### config.mk
export PLATFORM = sky130hd
export DESIGN_NAME = efc_dly
export DESIGN_NICKNAME = d
export VERILOG_FILES = /design/src/rtl/efc_dly.sv
export SDC_FILE = /design/constraint.sdc
export NUM_CORES = 1
export LEC_CHECK = 0
export BUFFER_PORTS_ARGS = -buffer_cell sky130_fd_sc_hd__buf_2
export CORE_MARGIN = 10
export CORE_UTILIZATION = 49
export CTS_BUF_LIST = sky130_fd_sc_hd__clkbuf_16
export CTS_CLUSTER_DIAMETER = 100
export DETAILED_ROUTE_END_ITERATION = 10
export PLACE_DENSITY = 0.71
export REMOVE_ABC_BUFFERS = 1
export SLEW_MARGIN = 20
export SYNTH_ARGS = -nofsm -noshare
export SYNTH_HDL_FRONTEND = slang
export SYNTH_SLANG_ARGS = --single-unit
### constraint.sdc
create_clock -name i_clk -period 0.8 [get_ports i_clk]
set_input_delay 0.08 -clock i_clk [delete_from_list [all_inputs] [get_ports i_clk]]
set_output_delay 0.08 -clock i_clk [all_outputs]
set_load 0.01 [all_outputs]
### src/rtl/efc_dly.sv
// efc_dly: fixed-depth delay line for a valid bit and a packed payload word
// standalone; keeps side data aligned with the divider pipelines
module efc_dly #(
    parameter int W     = 8,
    parameter int DEPTH = 4
) (
    input  logic         i_clk,
    input  logic         i_rst_n,
    input  logic         i_vld,
    input  logic [W-1:0] i_data,
    output logic         o_vld,
    output logic [W-1:0] o_data
);

    logic         r_vld  [DEPTH];
    logic [W-1:0] r_data [DEPTH];

    always_ff @(posedge i_clk) begin
        if (!i_rst_n) begin
            for (int i = 0; i < DEPTH; i++) begin
                r_vld[i] <= 1'b0;
            end
        end else begin
            r_vld[0] <= i_vld;
            for (int i = 1; i < DEPTH; i++) begin
                r_vld[i] <= r_vld[i-1];
            end
        end
    end

    always_ff @(posedge i_clk) begin
        r_data[0] <= i_data;
        for (int i = 1; i < DEPTH; i++) begin
            r_data[i] <= r_data[i-1];
        end
    end

    assign o_vld  = r_vld[DEPTH-1];
    assign o_data = r_data[DEPTH-1];

endmodule

### After elaboration in Yosys (flattened, before gate mapping)

Memories as Yosys holds them, arrays and structs flattened.
Cells that the tools add are included.

* memories: 2
* register bits after elaboration: 0
* input bits: 11
* RAM bits: 36
* output and inout bits: 9

* bitwise gates (word level): 4
* mux-type cells: 6

Memories
* r_data: words 4, width 8, read ports 4, clocked after memory_dff 0, write ports 4, line 16 `logic [W-1:0] r_data [DEPTH];`
* r_vld: words 4, width 1, read ports 4, clocked after memory_dff 0, write ports 4, line 15 `logic r_vld [DEPTH];`

Operators with widths (number)
* 1-bit two-way mux: 6
* 1-bit bitwise OR: 4

### Logic depth before layout (Yosys ltp)

Gate-level depths: netlist of the first run.

* word-level depth: 2
* gate-level depth with buffers: 1
* depth with buffers taken out: 1

### Least setup slack after synthesis of the first run

OpenSTA, ideal clock, no wires.

* path type: register to register
* start: memory r_vld[0]
* end: memory r_vld[1]
* setup slack: 284 ps
* data arrival time: 401 ps
* cell stages (with the launch flop): 2
* path buffers: 0
* path through: dfxtp_1 -> and2_1

RTL lines (line)
* start: declaration: 15

==> results of run 1 <==
## state kept, by name, indices dropped and copies added, names as in the netlist
name	count
r_data	32
r_vld	4
## cells in the final DEF (no fill, tap or decap)
master and n:
dlygate4sd3_1 8, dfxtp_1 36, clkbuf_16 5, buf_2 19, clkinv_2 2, and2_1 4, clkinv_1 1
## cells by family after synthesis
logic type	after synthesis	share of synthesized area, %
flops	36	96.64
simple gates	4	3.355
## through the flow
| stage | hold slack (ns) | total power [W] | utilization, % | setup WS, ns |
|---|---|---|---|---|
| 2_1_floorplan | 0.1077 | 0.001955 | - | 0.2844 |
| 3_3_place_gp | 0.1821 | 0.002001 | 58.50 | 0.2824 |
| 3_5_place_dp | 0.1836 | 0.002006 | 58.50 | 0.2607 |
| 4_1_cts | 0.02962 | 0.003779 | 73.38 | 0.01762 |
| 5_1_grt | 0.03129 | 0.003872 | 73.38 | 0.0002766 |
| 6_report | 0.03013 | 0.003733 | 73.38 | 0.03151 |
## routing by layer
metal / vias to the layer above / routed length, um
li1: 187 / -
met1: 134 / 388
met2: 16 / 378
met3: 0 / 137
met4: 0 / 0
met5: - / 0
## power by group through the flow
stage	Clock (W)	Combinational [W]	Sequential, W
final	0.00174	0.0000917	0.00191
after global placement	0	0.0000619	0.00194
after floorplan	0	0.00000418	0.00195
after CTS	0.00178	0.0000923	0.00191
after detailed placement	0	0.0000628	0.00194
after global routing	0.00186	0.000102	0.00191
## cell type report
class	count	area, sq um
clock inverters	3	13.76
clock buffers	5	125.1
well taps	16	20.02
flip-flops and latches	36	720.7
multi-input cells	4	25.02
repair buffers	27	175.2
fillers	99	391.6
## final timing paths
check                                           from                   end  slack [ns]  cells past startpoint
worst max-delay path            r_data[3][0]$_DFF_P_             o_data[0]        0.03                      1
worst min-delay path                           i_vld      r_vld[0]$_DFF_P_        0.03                      2
worst max register to register      r_vld[1]$_DFF_P_      r_vld[2]$_DFF_P_        0.26                      1
worst min register to register  r_data[1][0]$_DFF_P_  r_data[2][0]$_DFF_P_        0.32                      0
==> summary.txt, run 1 <==
Floorplan
  • Effective utilization at floorplan: between 50% and 60%
  • Core area: around 0.0015 sq mm
  • Floorplan row count: 14
  • Die width: a little under 60 um
  • Floorplan die area: ~0.0035 sq mm
  • Die extent in y: 59.01 um
  • # IOs: 20

Finish
  • Number of antenna cells inserted: 0
  • P&R area growth vs syn: 44.80%
  • Final layout net count: 85
  • Post-Layout Cell Count: 91
  • Share of cells above drive strength 1: 34.67%
  • Final cell area excluding filler cells: about 0.0011 sq mm

Route
  • Post-detailed-route via-to-cell ratio: 3.703
  • Via count: 337
  • Post-DR wirelength/cell: 9.934 um
  • Final ANT Viol Nets: 0
  • Final routed DRC violation total: 0
  • Overall routed net length: 904 um
  • 1st-pass router iterations: 3
  • Starting DRT DRC Count: 5

Timing
  • Count of pins over their slew limit: 0
  • Minimum period implied by the final worst setup slack: between 0.7 and 0.8 ns
  • Least-Margin Pin Slew: between 0.06 and 0.07 ns
  • Final hold violations: 0
  • Rel. slew slack: around 96%
  • Worst-case clock skew: 0.003124 ns
  • Maximum clock rate: around 1.3 GHz
  • RSZ-0062 raised after global routing: no
  • Post-route setup TNS: 0 ns
  • Portion of the clock cycle consumed by the worst path in the final layout: approximately 96%
  • Final number of setup-violating endpoints: 0

Logic synthesis
  • Leading cell type by number of instances after synthesis: dfxtp_1
  • Number of standard cells after synthesis: 40
  • Async S/R FF share, synth: 0%
  • Fraction of synthesized cell area taken by the top area cell type: between 90% and 100%
  • Number of register bits inferred by synthesis: 36
  • Commonest register cell after synthesis: dfxtp_1
  • EDFF count, synth: 0
  • Netlist cell types: 2
  • Library cell with the largest summed area after synthesis: dfxtp_1
  • Part of the Yosys area used for sequential elements: 96.64%
  • Mean Syn Cell Area: 18.64 sq um
  • Synth warn: 0
  • Top cells by area in the synthesized netlist: dfxtp_1 (97%), and2_1 (3.4%)
  • Netlist area before placement: approximately 750 sq um
  • Most frequent cells after synthesis: dfxtp_1 (36), and2_1 (4)

Pwr
  • Fraction of power spent switching nets: between 10% and 20%
  • Share of total power in sequential cells: about 51%
  • Total internal power: slightly above 0.003 W
  • Net Switching: 0.0006585 W
  • Part of the power in combinational logic: under 10%
  • PD cells: roughly 3500 mW/mm^2
  • Clock power share: about 47%
  • Maximum VDD drop: between 2 and 2.5 mV
  • Leak pwr: around 0.49 nW

Worst setup path
  • Required time of the worst setup path: 0.72 ns
  • Category of cells accounting for the largest share of critical-path delay: flip-flops
  • Total buffers and inverters traversed by the critical path: 1
  • Arr. time, crit path: 0.69 ns
  • CP startpoint kind: flop
  • Worst setup path category: reg -> out
  • Critical path cell sequence: buf_2
  • CP Max Fanout: 1
  • Critical path capture point type: output pin
  • Highest-delay cell along the critical path: dfxtp_1
  • Slowest Stage Delay on Critical Path: 0.30 ns

GRT
  • Global-route wire length before repair: between 1000 and 1500 um
  • Most utilized layer in the global route result: met2
  • GR Util met3: 5.579%
  • Antenna violations before repair: 0
  • GRT met2 Usage: ~6.9%
  • Number of global-route vias before repair: ~360
  • Met1 routing resource usage after global routing: under 10%
  • Largest net degree at the start of global routing: 12
  • Gr ovfl total: 0
  • Total track usage: 5.546%

Placement
  • Total placed instance area: approximately 860 sq um
  • RePlAce Congestion: approximately 0.55
  • Count of placed standard cells including taps: 75
  • HPWL after detailed placement: just under 600 um
  • Number of port buffers: 19

CTS
  • Clock slew at the register clock pins of the worst setup and hold paths: approximately 0.050 ns
  • Clock root cell: clkbuf_16
  • Number of buffers created by CTS: 5
  • Setup bufs post-CTS: 0
  • Maximum clock insertion buffer count: 2
  • Hold_buf cts: 8
  • Clock sink total: 36
  • Clk_lat worst skew: between 0.2 and 0.3 ns
  • Count of cells resized by post-cts repair: 0
  • Clock tree from TritonCTS: done
  • Number of levels the H-tree was split into: 2

Job
  • Max capacitance violation total: 0

Outcome
  • Result of the run: finished, final reports clean

Worst hold path
  • Hold crit path type: in -> reg
(Power assumes the default switching activity.)
==> inputs of run 2 (changes only) <==
==> config.mk (replaced) <==
export PLATFORM = sky130hd
export DESIGN_NAME = efc_dly
export DESIGN_NICKNAME = d
export VERILOG_FILES = /design/src/rtl/efc_dly.sv
export SDC_FILE = /design/constraint.sdc
export NUM_CORES = 1
export LEC_CHECK = 0
export CORE_AREA = 10 10 47 49
export CTS_BUF_LIST = sky130_fd_sc_hd__clkbuf_16
export CTS_CLUSTER_DIAMETER = 100
export DETAILED_ROUTE_END_ITERATION = 10
export DIE_AREA = 0 0 57 59
export DONT_BUFFER_PORTS = 1
export PLACE_DENSITY = 0.67
export REMOVE_ABC_BUFFERS = 1
export SLEW_MARGIN = 20
export SYNTH_ARGS = -nofsm -noshare
export SYNTH_HDL_FRONTEND = slang
export SYNTH_SLANG_ARGS = --single-unit
==> run 2 against run 1 <==
Against the previous run: utilization about the same; sequential share of layout area increased by 3.3 points; first-iteration DRC count decreased by 20%; cell area decreased by 4.8%; largest power group is now clock; clock skew increased by 0.00066 ns; total power increased by 7.2%; cell count decreased by 19%; via count decreased by 12%; largest cell class unchanged.
==> summary.txt, run 2 (synthesis results as in run 1) <==
Outcome
  • Result of the run: finished, final reports clean

CTS
  • Maximum clock insertion buffer count: 2
  • Number of buffers created by CTS: 5
  • Clock sink total: 36
  • Number of levels the H-tree was split into: 2
  • Clk_lat worst skew: about 0.27 ns
  • Clock root cell: clkbuf_16
  • Clock slew at the register clock pins of the worst setup and hold paths: around 0.050 ns
  • Clock tree from TritonCTS: done

Floorplan
  • Die extent in y: approximately 59 um
  • Effective utilization at floorplan: 53.21%
  • Die width: 57 um
  • # IOs: 20
  • Core area: ~0.0014 sq mm
  • Floorplan die area: approximately 0.0034 sq mm
  • Floorplan row count: 14

Finish
  • Filler cell count: 96
  • Highest-count cells in the layout ignoring fill and taps: dfxtp_1 (36), dlygate4sd3_1 (10), clkbuf_16 (5), and2_1 (4), clkinv_1 (2)
  • Share of cells above drive strength 1: 10.34%
  • Reg with most FFs: r_data
  • Largest register FFs: 32
  • Registers with the most flip-flops: r_data: 32 flops, r_vld: 4 flops
  • Commonest non-fill, non-tap cell in the layout: dfxtp_1
  • P&R area growth vs syn: 37.92%
  • Final layout net count: between 60 and 70
  • Number of antenna cells inserted: 0

GRT
  • Largest net degree at the start of global routing: 12
  • Gr ovfl total: 0
  • Total track usage: 6.357%
  • Global-route wire length before repair: 1490 um
  • Antenna violations before repair: 0
  • Number of global-route vias before repair: 317

Route
  • Final routed DRC violation total: 0
  • 1st-pass router iterations: 2
  • Final ANT Viol Nets: 0
  • Post-DR wirelength/cell: around 13 um
  • Via count: between 200 and 300
  • Post-detailed-route via-to-cell ratio: 3.986
  • Overall routed net length: ~930 um
  • Starting DRT DRC Count: 4

Timing
  • RSZ-0062 raised after global routing: no
  • Maximum clock rate: between 1 and 1.5 GHz
  • Minimum period implied by the final worst setup slack: a little over 0.7 ns
  • Final number of setup-violating endpoints: 0
  • Rel. slew slack: roughly nine tenths
  • Least-Margin Pin Slew: approximately 0.13 ns
  • Post-route setup TNS: 0 ns
  • Count of pins over their slew limit: 0
  • Portion of the clock cycle consumed by the worst path in the final layout: around nine tenths
  • Worst-case clock skew: approximately 0.0038 ns
  • Final hold violations: 0

Worst setup path
  • Capturing point of the worst reg2reg path: r_vld[2]$_DFF_P_
  • Depth of the worst register-to-register path: 1
  • Required time of the worst setup path: ~0.72 ns
  • CP Max Fanout: 1
  • Critical path capture point type: output pin
  • Arr. time, crit path: 0.63 ns
  • Reg2reg start: r_vld[1]$_DFF_P_
  • Worst setup path category: reg -> out
  • CP startpoint kind: flop
  • Total stage count of the critical path: 0
  • R2R setup slack: about 0.25 ns

Placement
  • RePlAce Congestion: ~0.56
  • Number of port buffers: 0

Worst hold path
  • Terminating pin of the worst hold path: r_data[2][1]$_DFF_P_
  • Hold crit path type: reg -> reg
  • Hold Path Stages: 0
  • Worst hold start: r_data[1][1]$_DFF_P_

Job
  • Max capacitance violation total: 0

Pwr
  • Leak pwr: 0.4349 nW
  • PD cells: roughly 4000 mW/mm^2
  • Post-layout total power: between 0.004 and 0.005 W
  • Maximum VDD drop: around 2.3 mV
[run 2: worst max path at each step]
stage | to | start | slack [ns]
2_1_floorplan | r_vld[1]$_DFF_P_ | r_vld[0]$_DFF_P_ | 0.28
3_3_place_gp | r_vld[2]$_DFF_P_ | r_vld[1]$_DFF_P_ | 0.28
3_5_place_dp | r_vld[1]$_DFF_P_ | r_vld[0]$_DFF_P_ | 0.26
4_1_cts | o_data[6] | r_data[3][6]$_DFF_P_ | 0.07
5_1_grt | o_data[7] | r_data[3][7]$_DFF_P_ | 0.06
6_report | o_data[6] | r_data[3][6]$_DFF_P_ | 0.09
[run 2: per-stage QoR]
step,area [sq um],setup slack (ns),util (%),std cells,hold WS [ns]
2_1_floorplan,745.7,0.2844,-,40,0.1077
3_3_place_gp,765.7,0.2760,54.64,56,0.1078
3_5_place_dp,765.7,0.2605,54.64,56,0.1078
4_1_cts,1028,0.07168,73.39,74,0.3206
5_1_grt,1028,0.06008,73.39,74,0.3269
6_report,1028,0.08865,73.39,74,0.3186
[run 2: per-layer routing]
layer  GRT usage, %  wire (um)
met4          6.040         28
met5              0          0
met3          6.867        147
met2          7.597        335
met1          5.686        413
[run 2: cell type report]
cell class	instances	area, sq um	area share, %
multi-input cells	4	25.02	2.433
flip-flops and latches	36	720.7	70.07
clock inverters	3	37.54	3.650
clock buffers	5	125.1	12.17
well taps	16	20.02	1.946
repair buffers	10	100.1	9.732
[run 2: what timing repair did]
item                      4_1_cts  5_1_grt
resized for setup               0        0
hold buffers                   10        0
hold endpoints to repair       12        0
setup buffers                   0        0
[run 2: where the power goes]
group	internal, W	switching, W	leakage [nW]
clock network	0.00144	0.000592	0.0789
registers	0.00189	0.0000330	0.303
logic	0.0000356	0.00000886	0.0532
total	0.00337	0.000634	0.435
==> inputs of run 3 (changes only) <==
--- a/config.mk
+++ b/config.mk
@@ -11,7 +11,7 @@
 export DETAILED_ROUTE_END_ITERATION = 10
 export DIE_AREA = 0 0 57 59
 export DONT_BUFFER_PORTS = 1
-export PLACE_DENSITY = 0.67
+export PLACE_DENSITY = 0.71
 export REMOVE_ABC_BUFFERS = 1
 export SLEW_MARGIN = 20
 export SYNTH_ARGS = -nofsm -noshare
==> run 3 against run 2 <==
Against the previous run: sequential share of layout area up 2.0 points; critical path type unchanged; worst hold slack better by 0.0028 ns; first-iteration DRC count up 25%; largest cell class unchanged; clock-buffer cell count unchanged; non-clock buffer count unchanged; cell count down 1.4%; global-route usage up 0.13 points; combinational power about the same; critical path depth unchanged; highest routed layer unchanged; total power down 8.6%.
==> summary.txt, run 3 (synthesis results as in run 1) <==
Placement
  • Worst setup timing slack at the placement stage: 0.2617 ns
  • Total placed instance area: ~770 sq um
  • Number of port buffers: 0
  • RePlAce Congestion: between 0.5 and 0.6

Route
  • Final ANT Viol Nets: 0
  • Max layer used: met4
  • Final routed DRC violation total: 0
  • Via count: about 300
  • Detail Route met3 WL: roughly 150 um
  • Detailed route wirelength on metal2: ~420 um
  • 1st-pass router iterations: 2
  • Post-detailed-route via-to-cell ratio: 4.151
  • Post-DR wirelength/cell: about 12 um
  • Overall routed net length: ~910 um
  • Routed metal-1 wire length: 326 um
  • Starting DRT DRC Count: 5

Timing
  • Maximum clock rate: 1.414 GHz
  • Post-route setup TNS: 0 ns
  • RSZ-0062 raised after global routing: no
  • Slack of the critical path: about 0.093 ns
  • Final number of setup-violating endpoints: 0
  • Rel. slew slack: around nine tenths
  • Worst-case clock skew: about 0.0014 ns
  • Count of pins over their slew limit: 0
  • Final hold violations: 0
  • Minimum period implied by the final worst setup slack: ~0.7 ns
  • Portion of the clock cycle consumed by the worst path in the final layout: 88.39%
  • Least-Margin Pin Slew: 0.1242 ns

Finish
  • Share of cells above drive strength 1: between 10% and 20%
  • P&R area growth vs syn: 34.06%
  • Commonest non-fill, non-tap cell in the layout: dfxtp_1
  • Post-route core utilization: roughly 71%
  • Final layout net count: slightly below 70
  • Highest-count cells in the layout ignoring fill and taps: dfxtp_1 (36), dlygate4sd3_1 (10), clkbuf_16 (5), and2_1 (4)
  • Final cell area excluding filler cells: roughly 1000 sq um
  • Largest register FFs: 32
  • Number of antenna cells inserted: 0
  • Registers with the most flip-flops: r_data: 32 flops, r_vld: 4 flops
  • Reg with most FFs: r_data

CTS
  • Clock sink total: 36
  • Clk_lat worst skew: 0.27 ns
  • Maximum clock insertion buffer count: 2
  • Clock root cell: clkbuf_16
  • Clock slew at the register clock pins of the worst setup and hold paths: about 0.050 ns
  • Count of cells resized by post-cts repair: 0
  • Number of levels the H-tree was split into: 2
  • Clock tree from TritonCTS: done
  • Number of buffers created by CTS: 5

GRT
  • Gr ovfl total: 0
  • Antenna violations before repair: 0
  • Global-route wire length before repair: ~1500 um
  • Number of global-route vias before repair: approximately 310
  • Total track usage: 6.483%
  • Largest net degree at the start of global routing: 11

Floorplan
  • Die extent in y: 59 um
  • Core area: between 0.001 and 0.0015 sq mm
  • Floorplan die area: 0.003363 sq mm
  • Effective utilization at floorplan: a little over half
  • Floorplan row count: 14
  • # IOs: 20
  • Die width: about 57 um

Worst setup path
  • CP Max Fanout: 1
  • Reg2reg start: r_vld[2]$_DFF_P_
  • CP startpoint: r_data[3][0]$_DFF_P_
  • CP startpoint kind: flop
  • R2R setup slack: 0.26 ns
  • Critical path capture point type: output pin
  • Required time of the worst setup path: about 0.72 ns
  • Worst setup path category: reg -> out
  • Arr. time, crit path: 0.63 ns

Pwr
  • Post-layout total power: 0.003658 W
  • PD cells: approximately 3700 mW/mm^2
  • Maximum VDD drop: roughly 2.2 mV
  • Leak pwr: about 0.43 nW

Job
  • Max capacitance violation total: 0

Worst hold path
  • Worst hold start: r_data[1][4]$_DFF_P_
  • Hold crit path type: reg -> reg

Outcome
  • Result of the run: finished, final reports clean
run 3: area by class of cell:
class                      instances  area, sq um
clock buffer                       5        125.1
clock inverter                     2        8.758
multi-input combinational          4        25.02
sequential                        36        720.7
fill                             105        401.6
timing repair buffer              10        100.1
tap                               16        20.02
run 3: stage by stage:
stage               hold slack (ns)  instances
floorplan                    0.1077         40
global placement             0.1078         56
detailed placement           0.1078         56
CTS                          0.3209         73
global route                 0.3271         73
finish                       0.3214         73
run 3: timing repair:
action,4_1_cts,5_1_grt
hold endpoints to repair,12,0
buffers inserted,0,0
hold buffers,10,0
run 3: where the power goes:
| group | internal [W] | switching, W |
|---|---|---|
| Clock | 0.00111 | 0.000577 |
| Sequential | 0.00189 | 0.0000339 |
| Combinational | 0.0000356 | 0.00000890 |
| Total | 0.00304 | 0.000620 |
run 3: routing by layer:
layer / GRT usage [%] / vias up
met5: 0 / -
met2: 7.132 / 18
met3: 8.369 / 2
met4: 5.034 / 0
met1: 5.919 / 130
li1: - / 153
run 3: worst paths after layout:
| kind | to | cells past startpoint |
|---|---|---|
| hold reg to reg | r_data[2][4]$_DFF_P_ | 0 |
| setup / recovery | o_data[0] | 0 |
| setup reg to reg | r_vld[3]$_DFF_P_ | 1 |
| hold / removal | r_data[2][4]$_DFF_P_ | 0 |
